### config.mk
export PLATFORM = sky130hd
export DESIGN_NAME = bounded_fifo_window_average
export DESIGN_NICKNAME = d
export VERILOG_FILES = /design/src/rtl/bfwa_pkg.sv /design/src/rtl/bfwa_divider.sv /design/src/rtl/bounded_fifo_window_average.sv
export SDC_FILE = /design/constraint.sdc
export NUM_CORES = 1
export LEC_CHECK = 0
export BUFFER_PORTS_ARGS = -buffer_cell sky130_fd_sc_hd__clkbuf_2
export CORE_MARGIN = 4
export CORE_UTILIZATION = 45
export CTS_BUF_LIST = sky130_fd_sc_hd__clkbuf_4
export CTS_CLUSTER_DIAMETER = 200
export DETAILED_ROUTE_END_ITERATION = 12
export GPL_ROUTABILITY_DRIVEN = 0
export GPL_TIMING_DRIVEN = 1
export SLEW_MARGIN = 20
export SYNTH_ARGS = -nofsm -noshare
export SYNTH_HDL_FRONTEND = slang
export SYNTH_SLANG_ARGS = --single-unit
### constraint.sdc
create_clock -name clk -period 9.5 [get_ports clk]
set_clock_uncertainty 0.15 [all_clocks]
set_input_delay 1.9 -clock clk [delete_from_list [all_inputs] [get_ports clk]]
set_output_delay 1.9 -clock clk [all_outputs]
set_load 0.01 [all_outputs]
### src/rtl/bfwa_pkg.sv
// Shared constants, types and state codes of the bounded FIFO window average.
package bfwa_pkg;

  localparam int CAPACITY = 5;

  localparam int ID_W    = 12;
  localparam int VALUE_W = 9;
  localparam int MEAN_W  = 9;
  localparam int OCC_W   = 3;

  localparam int CNT_W  = $clog2(CAPACITY + 1);
  localparam int SLOT_W = (CAPACITY > 1) ? $clog2(CAPACITY) : 1;
  localparam int SUM_W  = $clog2(CAPACITY * ((1 << VALUE_W) - 1) + 1);
  localparam int STEP_W = $clog2(SUM_W);

  typedef enum logic [1:0] {
    S_IDLE,
    S_DIV,
    S_HOLD
  } state_t;

  typedef struct packed {
    logic busy;
    logic done;
  } div_status_t;

endpackage

### src/rtl/bfwa_divider.sv
// Restoring divider, one quotient bit per cycle, for the window sum over the count.
module bfwa_divider (
  input  logic                             clk,
  input  logic                             rst_n,
  input  logic                             start,
  input  logic [bfwa_pkg::SUM_W-1:0]       dividend,
  input  logic [bfwa_pkg::CNT_W-1:0]       divisor,
  output logic [bfwa_pkg::SUM_W-1:0]       quotient,
  output logic [bfwa_pkg::CNT_W-1:0]       remainder,
  output bfwa_pkg::div_status_t            status
);

  logic [bfwa_pkg::CNT_W-1:0]  rem_r, rem_nxt;
  logic [bfwa_pkg::SUM_W-1:0]  quo_r, quo_nxt;
  logic [bfwa_pkg::CNT_W-1:0]  dvs_r;
  logic [bfwa_pkg::STEP_W-1:0] step_r;
  logic                        busy_r;
  logic                        done_r;

  logic [bfwa_pkg::CNT_W:0] shifted;
  logic [bfwa_pkg::CNT_W:0] diff;
  logic                     ge;

  always_comb begin
    shifted = {rem_r, quo_r[bfwa_pkg::SUM_W-1]};
    diff    = shifted - {1'b0, dvs_r};
    ge      = (shifted >= {1'b0, dvs_r});
    rem_nxt = ge ? diff[bfwa_pkg::CNT_W-1:0] : shifted[bfwa_pkg::CNT_W-1:0];
    quo_nxt = {quo_r[bfwa_pkg::SUM_W-2:0], ge};
  end

  always_ff @(posedge clk) begin
    if (!rst_n) begin
      busy_r <= 1'b0;
      done_r <= 1'b0;
      step_r <= '0;
    end else begin
      done_r <= 1'b0;
      if (start) begin
        busy_r <= 1'b1;
        step_r <= bfwa_pkg::STEP_W'(bfwa_pkg::SUM_W - 1);
      end else if (busy_r) begin
        step_r <= step_r - 1'b1;
        if (step_r == '0) begin
          busy_r <= 1'b0;
          done_r <= 1'b1;
        end
      end
    end
  end

  always_ff @(posedge clk) begin
    if (start) begin
      rem_r <= '0;
      quo_r <= dividend;
      dvs_r <= divisor;
    end else if (busy_r) begin
      rem_r <= rem_nxt;
      quo_r <= quo_nxt;
    end
  end

  assign quotient    = quo_r;
  assign remainder   = rem_r;
  assign status.busy = busy_r;
  assign status.done = done_r;

endmodule

### src/rtl/bounded_fifo_window_average.sv
// Top level of the bounded FIFO window average: record ring, sequencer, result register.
//
// Input channel (in_valid/in_ready): one request per operation. in_kind 0 inserts
// (in_record_id, in_record_value); when the queue already holds CAPACITY records the
// oldest is dropped first. in_kind 1 removes the oldest record.
// Result channel (out_valid/out_ready): exactly one result per request, in order.
// An insert answers with the mean of the stored values, rounded half to even; a remove
// answers with the popped id, or with out_empty_error set when the queue was empty.
// out_occupancy is the record count after the operation, taken modulo 8.
// Timing: the ring, count and sum update at the accepting edge. A remove result goes
// straight to the sequencer's hold state; an insert first runs the one-bit-per-cycle
// divider over SUM_W quotient bits and then registers its rounded mean. in_ready stays low
// until the result moves into the result register, so a new request is not accepted
// while the previous one is still being worked.
// The result register lets the block take and work a new request while the previous
// result waits; a finished result then holds until out_ready frees the register.
// Reset (rst_n low, synchronous) empties the queue and drops any pending result.
module bounded_fifo_window_average (
  input  logic                           clk,
  input  logic                           rst_n,
  input  logic                           in_valid,
  output logic                           in_ready,
  input  logic                           in_kind,
  input  logic [bfwa_pkg::ID_W-1:0]      in_record_id,
  input  logic [bfwa_pkg::VALUE_W-1:0]   in_record_value,
  output logic                           out_valid,
  input  logic                           out_ready,
  output logic                           out_done_kind,
  output logic [bfwa_pkg::MEAN_W-1:0]    out_window_mean,
  output logic [bfwa_pkg::ID_W-1:0]      out_removed_id,
  output logic                           out_empty_error,
  output logic [bfwa_pkg::OCC_W-1:0]     out_occupancy
);

  bfwa_pkg::state_t state_r, state_nxt;

  logic [bfwa_pkg::ID_W-1:0]    id_ring_r    [bfwa_pkg::CAPACITY];
  logic [bfwa_pkg::VALUE_W-1:0] value_ring_r [bfwa_pkg::CAPACITY];

  logic [bfwa_pkg::SLOT_W-1:0] oldest_r, oldest_nxt;
  logic [bfwa_pkg::CNT_W-1:0]  count_r, count_nxt;
  logic [bfwa_pkg::SUM_W-1:0]  sum_r, sum_nxt;

  logic                         res_kind_r, res_kind_nxt;
  logic [bfwa_pkg::MEAN_W-1:0]  res_mean_r, res_mean_nxt;
  logic [bfwa_pkg::ID_W-1:0]    res_id_r, res_id_nxt;
  logic                         res_err_r, res_err_nxt;
  logic [bfwa_pkg::OCC_W-1:0]   res_occ_r, res_occ_nxt;

  logic                         out_valid_r, out_valid_nxt;
  logic                         out_kind_r;
  logic [bfwa_pkg::MEAN_W-1:0]  out_mean_r;
  logic [bfwa_pkg::ID_W-1:0]    out_id_r;
  logic                         out_err_r;
  logic [bfwa_pkg::OCC_W-1:0]   out_occ_r;

  logic                          accept;
  logic                          full;
  logic                          load_out;
  logic                          ring_wr;
  logic [bfwa_pkg::SLOT_W-1:0]   wr_slot;
  logic [bfwa_pkg::SLOT_W-1:0]   oldest_inc;
  logic [bfwa_pkg::SLOT_W:0]     tail_sum;
  logic [bfwa_pkg::SLOT_W-1:0]   tail_slot;
  logic                          div_start;
  logic [bfwa_pkg::SUM_W-1:0]    div_q;
  logic [bfwa_pkg::CNT_W-1:0]    div_r;
  bfwa_pkg::div_status_t         div_status;
  logic [bfwa_pkg::CNT_W:0]      twice_r;
  logic                          round_up;

  bfwa_divider u_divider (
    .clk       (clk),
    .rst_n     (rst_n),
    .start     (div_start),
    .dividend  (sum_nxt),
    .divisor   (count_nxt),
    .quotient  (div_q),
    .remainder (div_r),
    .status    (div_status)
  );

  always_comb begin
    accept     = in_valid && in_ready;
    full       = (count_r == bfwa_pkg::CNT_W'(bfwa_pkg::CAPACITY));
    oldest_inc = (oldest_r == bfwa_pkg::SLOT_W'(bfwa_pkg::CAPACITY - 1)) ?
                 '0 : oldest_r + 1'b1;
    tail_sum   = (bfwa_pkg::SLOT_W+1)'(oldest_r) + (bfwa_pkg::SLOT_W+1)'(count_r);
    tail_slot  = (tail_sum >= (bfwa_pkg::SLOT_W+1)'(bfwa_pkg::CAPACITY)) ?
                 bfwa_pkg::SLOT_W'(tail_sum - (bfwa_pkg::SLOT_W+1)'(bfwa_pkg::CAPACITY)) :
                 tail_sum[bfwa_pkg::SLOT_W-1:0];
    twice_r    = {div_r, 1'b0};
    round_up   = (twice_r > {1'b0, count_r}) ||
                 ((twice_r == {1'b0, count_r}) && div_q[0]);
  end

  always_comb begin
    state_nxt    = state_r;
    in_ready     = 1'b0;
    oldest_nxt   = oldest_r;
    count_nxt    = count_r;
    sum_nxt      = sum_r;
    ring_wr      = 1'b0;
    wr_slot      = tail_slot;
    div_start    = 1'b0;
    load_out     = 1'b0;
    res_kind_nxt = res_kind_r;
    res_mean_nxt = res_mean_r;
    res_id_nxt   = res_id_r;
    res_err_nxt  = res_err_r;
    res_occ_nxt  = res_occ_r;

    unique case (state_r)
      bfwa_pkg::S_IDLE: begin
        in_ready = 1'b1;
        if (in_valid) begin
          res_kind_nxt = in_kind;
          if (!in_kind) begin
            ring_wr   = 1'b1;
            div_start = 1'b1;
            if (full) begin
              wr_slot    = oldest_r;
              oldest_nxt = oldest_inc;
              sum_nxt    = sum_r + bfwa_pkg::SUM_W'(in_record_value)
                           - bfwa_pkg::SUM_W'(value_ring_r[oldest_r]);
            end else begin
              count_nxt = count_r + 1'b1;
              sum_nxt   = sum_r + bfwa_pkg::SUM_W'(in_record_value);
            end
            res_id_nxt  = '0;
            res_err_nxt = 1'b0;
            res_occ_nxt = bfwa_pkg::OCC_W'(count_nxt);
            state_nxt   = bfwa_pkg::S_DIV;
          end else begin
            res_mean_nxt = '0;
            if (count_r == '0) begin
              res_id_nxt  = '0;
              res_err_nxt = 1'b1;
            end else begin
              res_id_nxt  = id_ring_r[oldest_r];
              res_err_nxt = 1'b0;
              oldest_nxt  = oldest_inc;
              count_nxt   = count_r - 1'b1;
              sum_nxt     = sum_r - bfwa_pkg::SUM_W'(value_ring_r[oldest_r]);
            end
            res_occ_nxt = bfwa_pkg::OCC_W'(count_nxt);
            state_nxt   = bfwa_pkg::S_HOLD;
          end
        end
      end
      bfwa_pkg::S_DIV: begin
        if (div_status.done) begin
          res_mean_nxt = div_q[bfwa_pkg::MEAN_W-1:0] + bfwa_pkg::MEAN_W'(round_up);
          state_nxt    = bfwa_pkg::S_HOLD;
        end
      end
      bfwa_pkg::S_HOLD: begin
        if (!out_valid_r || out_ready) begin
          load_out  = 1'b1;
          state_nxt = bfwa_pkg::S_IDLE;
        end
      end
      default: state_nxt = bfwa_pkg::S_IDLE;
    endcase

    if (load_out) begin
      out_valid_nxt = 1'b1;
    end else if (out_ready) begin
      out_valid_nxt = 1'b0;
    end else begin
      out_valid_nxt = out_valid_r;
    end
  end

  always_ff @(posedge clk) begin
    if (!rst_n) begin
      state_r     <= bfwa_pkg::S_IDLE;
      oldest_r    <= '0;
      count_r     <= '0;
      sum_r       <= '0;
      out_valid_r <= 1'b0;
    end else begin
      state_r     <= state_nxt;
      oldest_r    <= oldest_nxt;
      count_r     <= count_nxt;
      sum_r       <= sum_nxt;
      out_valid_r <= out_valid_nxt;
    end
  end

  always_ff @(posedge clk) begin
    if (ring_wr && accept) begin
      id_ring_r[wr_slot]    <= in_record_id;
      value_ring_r[wr_slot] <= in_record_value;
    end
    res_kind_r <= res_kind_nxt;
    res_mean_r <= res_mean_nxt;
    res_id_r   <= res_id_nxt;
    res_err_r  <= res_err_nxt;
    res_occ_r  <= res_occ_nxt;
    if (load_out) begin
      out_kind_r <= res_kind_r;
      out_mean_r <= res_mean_r;
      out_id_r   <= res_id_r;
      out_err_r  <= res_err_r;
      out_occ_r  <= res_occ_r;
    end
  end

  assign out_valid       = out_valid_r;
  assign out_done_kind   = out_kind_r;
  assign out_window_mean = out_mean_r;
  assign out_removed_id  = out_id_r;
  assign out_empty_error = out_err_r;
  assign out_occupancy   = out_occ_r;

  a_count_bound: assert property (@(posedge clk) disable iff (!rst_n)
    count_r <= bfwa_pkg::CNT_W'(bfwa_pkg::CAPACITY))
    else $error("record count above capacity");

  a_empty_sum: assert property (@(posedge clk) disable iff (!rst_n)
    (count_r == '0) |-> (sum_r == '0))
    else $error("nonzero sum on empty queue");

  a_error_fields: assert property (@(posedge clk) disable iff (!rst_n)
    (out_valid && out_empty_error) |->
      (out_done_kind && (out_occupancy == '0) && (out_removed_id == '0)))
    else $error("empty error with inconsistent fields");

  a_div_done_state: assert property (@(posedge clk) disable iff (!rst_n)
    div_status.done |-> (state_r == bfwa_pkg::S_DIV))
    else $error("divider finished outside divide state");

  a_div_on_insert: assert property (@(posedge clk) disable iff (!rst_n)
    (accept && !in_kind) |=> (div_status.busy && (state_r == bfwa_pkg::S_DIV)))
    else $error("insert did not start the divider");

endmodule

==> key figures, run 1 <==
Timing
  – Final setup TNS: 0 ns
  – Worst hold slack: 0.264 ns
  – Final Hold Fails: 0
  – Worst Tran Pin Value: 1.03 ns
  – Slew Viols, Final: 0
  – Final setup violation count: 0
  – Minimum clock period: 4.94 ns
  – Final period util: 52.0%
  – Rel. slew slack: 31.3%
  – Unrepaired setup endpoints after global routing: no
  – FMAX: 203 MHz

Synth
  – Yosys reg bits: 205
  – Netlist Area Pre-Place: 9830 um^2
  – Post-Syn Instances: 746
  – Yosys warning count: 0
  – Post-synthesis cell type count: 74
  – Average cell area after synthesis: 13.2 um^2
  – Net Count, Synth: 822
  – Synth async-reset ratio: 0%
  – Sequential fraction of the synthesis area: 59.3%
  – Number of synthesized flops with an enable pin: 172
  – Ys flop type: edfxtp_1

Floorplan
  – Rows: 53
  – Core Box Area: 21,200 um^2
  – Die Ht: 156 um
  – IO Pins: 54
  – Full die area: 24,300 um^2
  – Die Wd: 156 um
  – Starting Density: 46.3%

Worst setup path
  – Reg-to-reg endpoint: value_ring_r[4][6]
  – Crit Path Class: input pin to register
  – R2R Path Start: oldest_r[1]
  – Required @ worst endpoint: 9.85 ns
  – Reg2Reg Depth: 10
  – Critical path endpoint category: register
  – CP Launch Point: in_record_value[0]
  – Startpoint types: input pin
  – CP endpoint: sum_r[10]
  – Maximum net fanout on the critical path: 6
  – Critical path arrival: 5.29 ns
  – R2R Setup Slk: 5.03 ns

Clocking
  – Clock latency on the worst-skew pair: 0.64 ns
  – Worst-path clk slew: 0.07 ns
  – CTS Buffer Depth: 3
  – CTS sink count: 205
  – Clock root buffer master: clkbuf_4
  – # resized after CTS: 0
  – CTS tree: done
  – Post-CTS setup buffers: 0
  – Number of buffers created by CTS: 51
  – Number of hold buffers added after CTS: 0
  – H-Tree Depth: 2

Power and ir drop
  – Pleak: 0.00411 uW
  – Power per cell area: 210 nW/um^2
  – Reg power frac: 45.6%
  – Worst vdd ir: 0.000155 V
  – Switching power: 633 uW
  – Clock power share: 35.8%
  – P_int: 1710 uW
  – Comb pwr share: 18.6%
  – Sw frac: 27.0%

Finish
  – Synthesis-to-layout area growth: 13.4%
  – Final nets: 909
  – # fillers: 1,817
  – Commonest non-fill, non-tap cell in the layout: edfxtp_1
  – Layout cells sized above 1: 21.9%
  – Commonest cells after routing, fill and taps aside: edfxtp_1, clkbuf_4, nor2_1

Placement
  – Port Buffers: 53
  – DP Wirelength: 14,400 um

Detailed routing
  – DRT iter0 DRCs: 391
  – Pre-antenna DRT Iters: 5
  – DR vias: 6,208
  – Total Wirelength: 20,800 um
  – Avg Vias per Cell: 5.39
  – # DRC: 0
  – Routed Antenna Nets: 0
  – Avg WL per Cell: 18.0 um

Global routing
  – Global-route wire length before repair: 32,900 um
  – Total global-route track usage: 17.2%
  – Vias in the first global route: 6,196
  – Largest net degree at the start of global routing: 30
  – GRT overflow: 0
  – Initial antenna violation count: 1

Run status
  – Status: complete, no violations

Min path
  – Hold/Removal Path Class: register to register

Run
  – Number of max-cap violations: 0
==> routing by layer <==
metal	wire length (um)	global-route usage [%]	up-vias	part of all wire [%]
met5	0	0	-	0
met1	9550	24.4	3010	46
met2	9760	27.0	165	47
met3	1110	3.41	32	5.3
li1	-	-	3001	-
met4	349	4.96	0	1.7
==> worst min-delay path by stage <==
stage	slack, ns	from	cells after the start	endpoint
2_1_floorplan	0.25	res_kind_r	0	out_done_kind
3_3_place_gp	0.25	res_mean_r[4]	0	out_window_mean[4]
3_5_place_dp	0.25	res_mean_r[2]	0	out_window_mean[2]
4_1_cts	0.26	res_mean_r[8]	0	out_window_mean[8]
5_1_grt	0.27	res_mean_r[4]	0	out_window_mean[4]
6_report	0.26	res_mean_r[8]	0	out_window_mean[8]
==> cell type report <==
cell class | count | area (um^2) | area share [%]
Sequential cell | 205 | 5830 | 52.3
Multi-Input combinational cell | 485 | 3780 | 33.9
Clock buffer | 81 | 608 | 5.46
Tap cell | 275 | 344 | 3.09
Timing Repair Buffer | 59 | 310 | 2.78
Clock inverter | 14 | 159 | 1.43
Inverter | 31 | 116 | 1.04
Antenna cell | 1 | 2.50 | 0.0225
==> cell families (layout without fill, tap and decap cells) <==
logic type | Yosys count | in the layout | synth area share (%)
buf+inv | 56 | 185 | 2.56
compound gates | 139 | 139 | 9.12
flops | 205 | 205 | 59.3
fa+ha+maj | 50 | 50 | 6.75
simple gates | 208 | 208 | 10.1
other cells | 0 | 1 | 0
xor+xnor | 32 | 32 | 3.00
mux | 56 | 56 | 9.18
==> per-stage QoR <==
stage | total power, uW | utilization [%] | instances | instance area (um^2) | worst slack, ns
floorplan | 1410 | - | 746 | 9830 | 4.38
global placement | 1500 | 48.8 | 1055 | 10400 | 3.77
detailed placement | 1520 | 48.9 | 1055 | 10400 | 3.94
CTS | 2370 | 52.5 | 1150 | 11100 | 4.63
global route | 2480 | 52.5 | 1151 | 11100 | 4.32
finish | 2340 | 52.5 | 1151 | 11100 | 4.56
==> worst max-delay path, stage by stage <==
cell       delay, ns
clkbuf_2        0.13
ha_1            0.25
fa_1            0.45
a21o_1          0.18
a21oi_1         0.16
xnor2_1         0.13
ha_1            0.39
nand2_1         0.07
o21ai_0         0.24
or2b_4          0.31
mux2i_4         0.19
o31ai_2         0.11
or4b_1          0.48
o2bb2ai_1       0.21
o41ai_2         0.10
==> Yosys cell counts, types with 7 or more instances <==
library cell	n	area (um^2)
a211oi_1	11	82.6
a21oi_1	44	220
and2_1	7	43.8
clkbuf_1	15	56.3
dfxtp_1	33	661
edfxtp_1	172	5160
ha_1	45	563
inv_1	30	113
mux2i_1	26	260
mux4_2	15	338
nand2_1	52	195
nand2b_1	11	68.8
nand3_1	14	70.1
nor2_1	73	274
nor2b_1	7	43.8
nor3_1	9	45.0
o21ai_0	29	145
or3_1	8	50.1
xnor2_1	21	184
xor2_1	9	78.8
==> state kept, by name (all words and copies together), names as in the netlist, 4 cells and up, named ones only <==
signal              count
res_mean_r              9
sum_r                  12
out_window_mean         9
value_ring_r           45
res_id_r               12
u_divider.quotient     12
u_divider.step_r        4
out_removed_id         12
id_ring_r              60
==> power groups by stage <==
stage | logic, uW | clock network, uW | registers (uW)
after floorplan | 331 | 0 | 1070
after global placement | 414 | 0 | 1090
after detailed placement | 431 | 0 | 1090
after CTS | 434 | 862 | 1070
after global routing | 486 | 918 | 1070
final | 436 | 838 | 1070
(Power assumes the default switching activity.)
==> run 2: changes to the inputs <==
==> constraint.sdc (replaced) <==
create_clock -name clk -period 4.5 [get_ports clk]
set_clock_uncertainty 0.15 [all_clocks]
set_input_delay 0.9 -clock clk [delete_from_list [all_inputs] [get_ports clk]]
set_output_delay 0.9 -clock clk [all_outputs]
set_load 0.01 [all_outputs]
==> key figures, run 2 (same netlist as run 1, synthesis figures left out) <==
Worst setup path
  – Critical path arrival: 4.51 ns (-0.78 ns)
  – Critical path endpoint category: register
  – Required @ worst endpoint: 4.84 ns (-5.01 ns)
  – Maximum net fanout on the critical path: 5 (-1)
  – Crit Path Class: register to register
  – Startpoint types: register

Finish
  – Final nets: 923 (+1.5%)
  – Commonest non-fill, non-tap cell in the layout: edfxtp_1
  – Commonest cells after routing, fill and taps aside: edfxtp_1, clkbuf_4, nor2_1
  – Max reg flops: 60 (unchanged)
  – Layout cells sized above 1: 22.9% (+0.95 points)
  – Final Util: 52.8% (+0.25 points)
  – # fillers: 1,844 (+1.5%)
  – Synthesis-to-layout area growth: 13.9%
  – Final std cells w/o fill: 1,167 (+1.4%)
  – Largest register by flop count: id_ring_r
  – Largest regs: id_ring_r x60, value_ring_r x45

Detailed routing
  – DR vias: 6,295 (+1.4%)
  – # DRC: 0 (unchanged)
  – Pre-antenna DRT Iters: 5 (unchanged)
  – Routed Antenna Nets: 0 (unchanged)
  – DRT iter0 DRCs: 356 (-9.0%)
  – Total Wirelength: 20,100 um (-3.0%)
  – Avg Vias per Cell: 5.39 (about the same)
  – Avg WL per Cell: 17.3 um (-4.3%)

Clocking
  – CTS tree: done
  – H-Tree Depth: 2 (unchanged)
  – CTS Buffer Depth: 3 (unchanged)
  – Clock latency on the worst-skew pair: 0.63 ns (about the same)
  – Clock root buffer master: clkbuf_4
  – Number of hold buffers added after CTS: 0 (unchanged)
  – Post-CTS setup buffers: 0 (unchanged)
  – # resized after CTS: 0 (unchanged)
  – CTS sink count: 205 (unchanged)
  – Worst-path clk slew: 0.07 ns (about the same)
  – Number of buffers created by CTS: 53 (+3.9%)

Placement
  – DP Wirelength: 14,200 um (-1.1%)
  – # placed instances: 1,067 (+1.1%)
  – Place WS: 0.0209 ns (-3.92 ns)
  – Port Buffers: 53 (unchanged)

Power and ir drop
  – Clock power share: 34.5% (-1.3 points)
  – Sw frac: 27.3% (+0.23 points)
  – Switching power: 1320 uW (+110%)
  – Pleak: 0.00416 uW (+1.2%)
  – Worst vdd ir: 0.000257 V (+65%)
  – P_int: 3520 uW (+110%)
  – Comb pwr share: 19.0% (+0.4 points)
  – Power per cell area: 432 nW/um^2 (+110%)
  – Reg power frac: 46.5% (+0.9 points)

Floorplan
  – Die Wd: 156 um (unchanged)
  – Starting Density: 46.3% (unchanged)
  – Core Box Area: 21,200 um^2 (unchanged)
  – IO Pins: 54 (unchanged)
  – Full die area: 24,300 um^2 (unchanged)
  – Die Ht: 156 um (unchanged)
  – Rows: 53 (unchanged)

Timing
  – Final Hold Fails: 0 (unchanged)
  – Final setup TNS: 0 ns (unchanged)
  – Unrepaired setup endpoints after global routing: no
  – Worst hold slack: 0.267 ns (+0.00236 ns)
  – FMAX: 240 MHz
  – Worst Tran Pin Value: 0.729 ns (-0.300 ns)
  – Minimum clock period: 4.18 ns
  – Final setup violation count: 0 (unchanged)
  – Slew Viols, Final: 0 (unchanged)
  – Final period util: 92.8%
  – Worst setup margin: 0.325 ns (-4.24 ns)
  – Rel. slew slack: 51.2% (+20 points)

Global routing
  – Vias in the first global route: 6,423 (+3.7%)
  – GRT overflow: 0 (unchanged)
  – Largest net degree at the start of global routing: 29 (-3.3%)
  – Global-route wire length before repair: 32,600 um (-0.90%)
  – Total global-route track usage: 16.9% (-0.27 points)
  – Initial antenna violation count: 1 (unchanged)

Run
  – Number of max-cap violations: 0 (unchanged)

Run status
  – Status: complete, no violations

Min path
  – Hold/Removal Path Class: register to register
-- run 2: cell types whose count changed in the layout (fill, tap and decap cells not counted) --
cell and delta:
clkbuf_4 +1, nor2b_2 +1, buf_4 +12, clkinv_1 +4, inv_2 -1, clkinv_2 +2
nor2b_4 -1, bufinv_16 -2
-- run 2: per-layer routing --
layer  global-route usage [%]  vias to the layer above  wire length, um  part of all wire, %
met5                        0                        -                0                    0
met1                     23.0                     3034             8830                   44
met4                     5.92                        0              323                  1.6
met2                     26.9                      194             9550                   47
met3                     3.69                       35             1440                  7.1
li1                         -                     3032                -                    -
-- run 2: area by class of cell --
cell class                      count  area (um^2)  area share, %
Antenna cell                        1         2.50         0.0223
Clock inverter                     17          120           1.07
Tap cell                          275          344           3.07
Clock buffer                       82          616           5.50
Inverter                           31          116           1.04
Multi-Input combinational cell    485         3770           33.7
Timing Repair Buffer               71          400           3.58
Sequential cell                   205         5830           52.0
-- run 2: final timing paths --
check	from	to	slack [ns]	cells after the start
worst max register to register	register	sum_r[11]	0.32	12
worst min register to register	res_mean_r[4]	out_window_mean[4]	0.27	0
worst max-delay path	register	sum_r[11]	0.32	12
worst min-delay path	res_mean_r[4]	out_window_mean[4]	0.27	0
-- run 2: worst max-delay path: stages, from the launching register on --
cell and delay (ns):
dfxtp_1 0.48, buf_4 0.22, mux4_1 0.56, mux2i_1 0.29, ha_1 0.34, or2_2 0.31
a21oi_1 0.19, a21oi_1 0.11, a2111oi_0 0.64, buf_4 0.22, mux2_2 0.32, a22oi_1 0.13
a21oi_1 0.08
-- run 2: metrics by stage --
stage | power (uW) | instance area, um^2
6_report | 4840 | 11200
3_3_place_gp | 3170 | 10500
4_1_cts | 4900 | 11200
3_5_place_dp | 3210 | 10500
2_1_floorplan | 2970 | 9830
5_1_grt | 5130 | 11200
-- run 2: power groups by stage --
stage / clock [uW] / sequential [uW] / combinational (uW)
after detailed placement: 0 / 2290 / 914
after global placement: 0 / 2290 / 880
after CTS: 1730 / 2250 / 920
final: 1670 / 2250 / 920
after floorplan: 0 / 2270 / 699
after global routing: 1830 / 2260 / 1040
==> run 3: changes to the inputs <==
--- a/config.mk
+++ b/config.mk
@@ -7,12 +7,13 @@
 export LEC_CHECK = 0
 export BUFFER_PORTS_ARGS = -buffer_cell sky130_fd_sc_hd__clkbuf_2
 export CORE_MARGIN = 4
-export CORE_UTILIZATION = 45
+export CORE_UTILIZATION = 57
 export CTS_BUF_LIST = sky130_fd_sc_hd__clkbuf_4
 export CTS_CLUSTER_DIAMETER = 200
 export DETAILED_ROUTE_END_ITERATION = 12
 export GPL_ROUTABILITY_DRIVEN = 0
 export GPL_TIMING_DRIVEN = 1
+export PLACE_DENSITY = 0.78
 export SLEW_MARGIN = 20
 export SYNTH_ARGS = -nofsm -noshare
 export SYNTH_HDL_FRONTEND = slang
==> key figures, run 3 (same netlist as run 1, synthesis figures left out) <==
Run status
  – Status: complete, no violations

Power and ir drop
  – Power per cell area: 426 nW/um^2 (-1.5%)
  – Pleak: 0.00412 uW (-1.0%)
  – Worst vdd ir: 0.000254 V (-1.2%)
  – Total power: 4700 uW (-2.8%)

Detailed routing
  – Highest Signal Layer: met4
  – Met2 wire len: 9650 um (+1.1%)
  – Pre-antenna DRT Iters: 7 (+2)
  – Routed met1 length: 8180 um (-7.4%)
  – DRT iter0 DRCs: 395 (+11%)
  – Routed Antenna Nets: 0 (unchanged)
  – Total Wirelength: 19,400 um (-3.8%)
  – Avg Vias per Cell: 5.74 (+6.4%)
  – # DRC: 0 (unchanged)
  – Avg WL per Cell: 17.6 um (+1.8%)
  – DR WL met3: 1180 um (-18%)
  – DR vias: 6,333 (+0.60%)

Global routing
  – Vias in the first global route: 6,419 (-0.062%)
  – GRT overflow: 0 (unchanged)
  – Global-route wire length before repair: 32,200 um (-1.3%)
  – Initial antenna violation count: 1 (unchanged)
  – Total global-route track usage: 20.4% (+3.5 points)
  – Largest net degree at the start of global routing: 29 (unchanged)

Floorplan
  – IO Pins: 54 (unchanged)
  – Core Box Area: 16,800 um^2 (-21%)
  – Starting Density: 58.6% (+12 points)
  – Rows: 47 (-11%)
  – Die Wd: 139 um (-11%)
  – Full die area: 19,400 um^2 (-20%)
  – Die Ht: 139 um (-11%)

Clocking
  – Clock latency on the worst-skew pair: 0.66 ns (+0.03 ns)
  – Number of buffers created by CTS: 50 (-5.7%)
  – Worst-path clk slew: 0.07 ns (about the same)
  – # resized after CTS: 0 (unchanged)
  – CTS sink count: 205 (unchanged)
  – Number of hold buffers added after CTS: 0 (unchanged)
  – CTS Buffer Depth: 3 (unchanged)
  – Clock root buffer master: clkbuf_4
  – H-Tree Depth: 2 (unchanged)
  – CTS tree: done
  – Post-CTS setup buffers: 0 (unchanged)

Finish
  – # fillers: 1,199 (-35%)
  – Commonest non-fill, non-tap cell in the layout: edfxtp_1
  – Largest regs: id_ring_r x60, value_ring_r x45
  – Max reg flops: 60 (unchanged)
  – Layout cells sized above 1: 23.1% (+0.23 points)
  – Commonest cells after routing, fill and taps aside: edfxtp_1, clkbuf_4, nor2_1
  – Synthesis-to-layout area growth: 12.5%
  – Final nets: 921 (-0.22%)
  – Largest register by flop count: id_ring_r
  – Multi-input logic area: 3770 um^2 (-0.13%)
  – Final Util: 65.9% (+13 points)
  – Final Cell Area: 11,100 um^2 (-1.3%)
  – Register area: 5830 um^2 (unchanged)

Timing
  – Final period util: 89.7% (-3.1 points)
  – Worst Tran Pin Value: 0.727 ns (-0.00209 ns)
  – Minimum clock period: 4.04 ns (-0.140 ns)
  – Worst hold slack: 0.266 ns (-0.000988 ns)
  – Final Hold Fails: 0 (unchanged)
  – Final setup TNS: 0 ns (unchanged)
  – Rel. slew slack: 51.3% (+0.14 points)
  – Slew Viols, Final: 0 (unchanged)
  – Final setup violation count: 0 (unchanged)
  – FMAX: 248 MHz (+3.5%)
  – Unrepaired setup endpoints after global routing: no

Worst setup path
  – Required @ worst endpoint: 4.85 ns (about the same)
  – Largest stage delay on the critical path: 0.67 ns (+0.03 ns)
  – Crit Path Class: register to register
  – R2R Setup Slk: 0.46 ns (+0.14 ns)
  – Reg2Reg Depth: 13 (+1)
  – Crit-path cells: mux4_1, mux2_2, ha_1, inv_1, fa_1, a21oi_1, o21ai_0, or2b_4, mux2i_4, o31ai_2, or4b_1, o2bb2ai_1, o41ai_2
  – Maximum net fanout on the critical path: 9 (+4)
  – Critical path arrival: 4.38 ns (-0.13 ns)
  – Reg-to-reg endpoint: sum_r[10]
  – Max stage delay cell, worst path: dfxtp_1
  – Startpoint types: register
  – Critical path endpoint category: register

Min path
  – Hold path cells: 0 (unchanged)
  – Hold Startpoint: res_occ_r[2]
  – Hold EP: out_occupancy[2]
  – Hold/Removal Path Class: register to register

Placement
  – Port Buffers: 53 (unchanged)
  – DP Wirelength: 13,700 um (-4.0%)
  – Post-DP Area: 10,400 um^2 (-0.59%)

Run
  – Number of max-cap violations: 0 (unchanged)
[run 3: layer usage]
metal,vias up,track usage (%)
met1,3064,26.7
met2,213,34.2
met5,-,0
met4,0,6.64
li1,3018,-
met3,38,4.56
[run 3: worst max-delay path by stage]
stage / start / to / slack, ns / cells past startpoint
after floorplan: count_r[0] / id_ring_r[2][0] / 0.16 / 11
after global routing: register / sum_r[11] / 0.16 / 10
final: register / sum_r[10] / 0.46 / 13
after global placement: in_record_value[0] / sum_r[10] / 0.15 / 15
after CTS: register / sum_r[10] / 0.43 / 13
after detailed placement: in_record_value[0] / sum_r[10] / 0.06 / 15
[run 3: worst max-delay path: cells and delay by family, from the launching register on]
kind / cells / cell delay, ns
compound gates: 5 / 0.70
mux: 3 / 1.11
buf+inv: 1 / 0.07
flops: 1 / 0.67
simple gates: 2 / 0.78
fa+ha+maj: 2 / 0.40
[run 3: layout make-up]
type                    count  area share [%]
multi-input cells         485            34.1
well taps                 220            2.49
clock buffers              83            5.64
inverters                  31            1.05
flip-flops and latches    205            52.7
repair buffers             72            3.69
clock inverters             6           0.294
diodes                      1          0.0226
[run 3: metrics by stage]
step	instances	setup WS, ns
after floorplan	746	0.160
after global placement	1013	0.146
after detailed placement	1013	0.0595
after CTS	1102	0.428
after global routing	1103	0.156
final	1103	0.464
[run 3: where the power goes]
part / switching [uW] / total, uW / internal (uW)
logic: 531 / 922 / 391
registers: 74.6 / 2260 / 2180
clock network: 699 / 1530 / 829
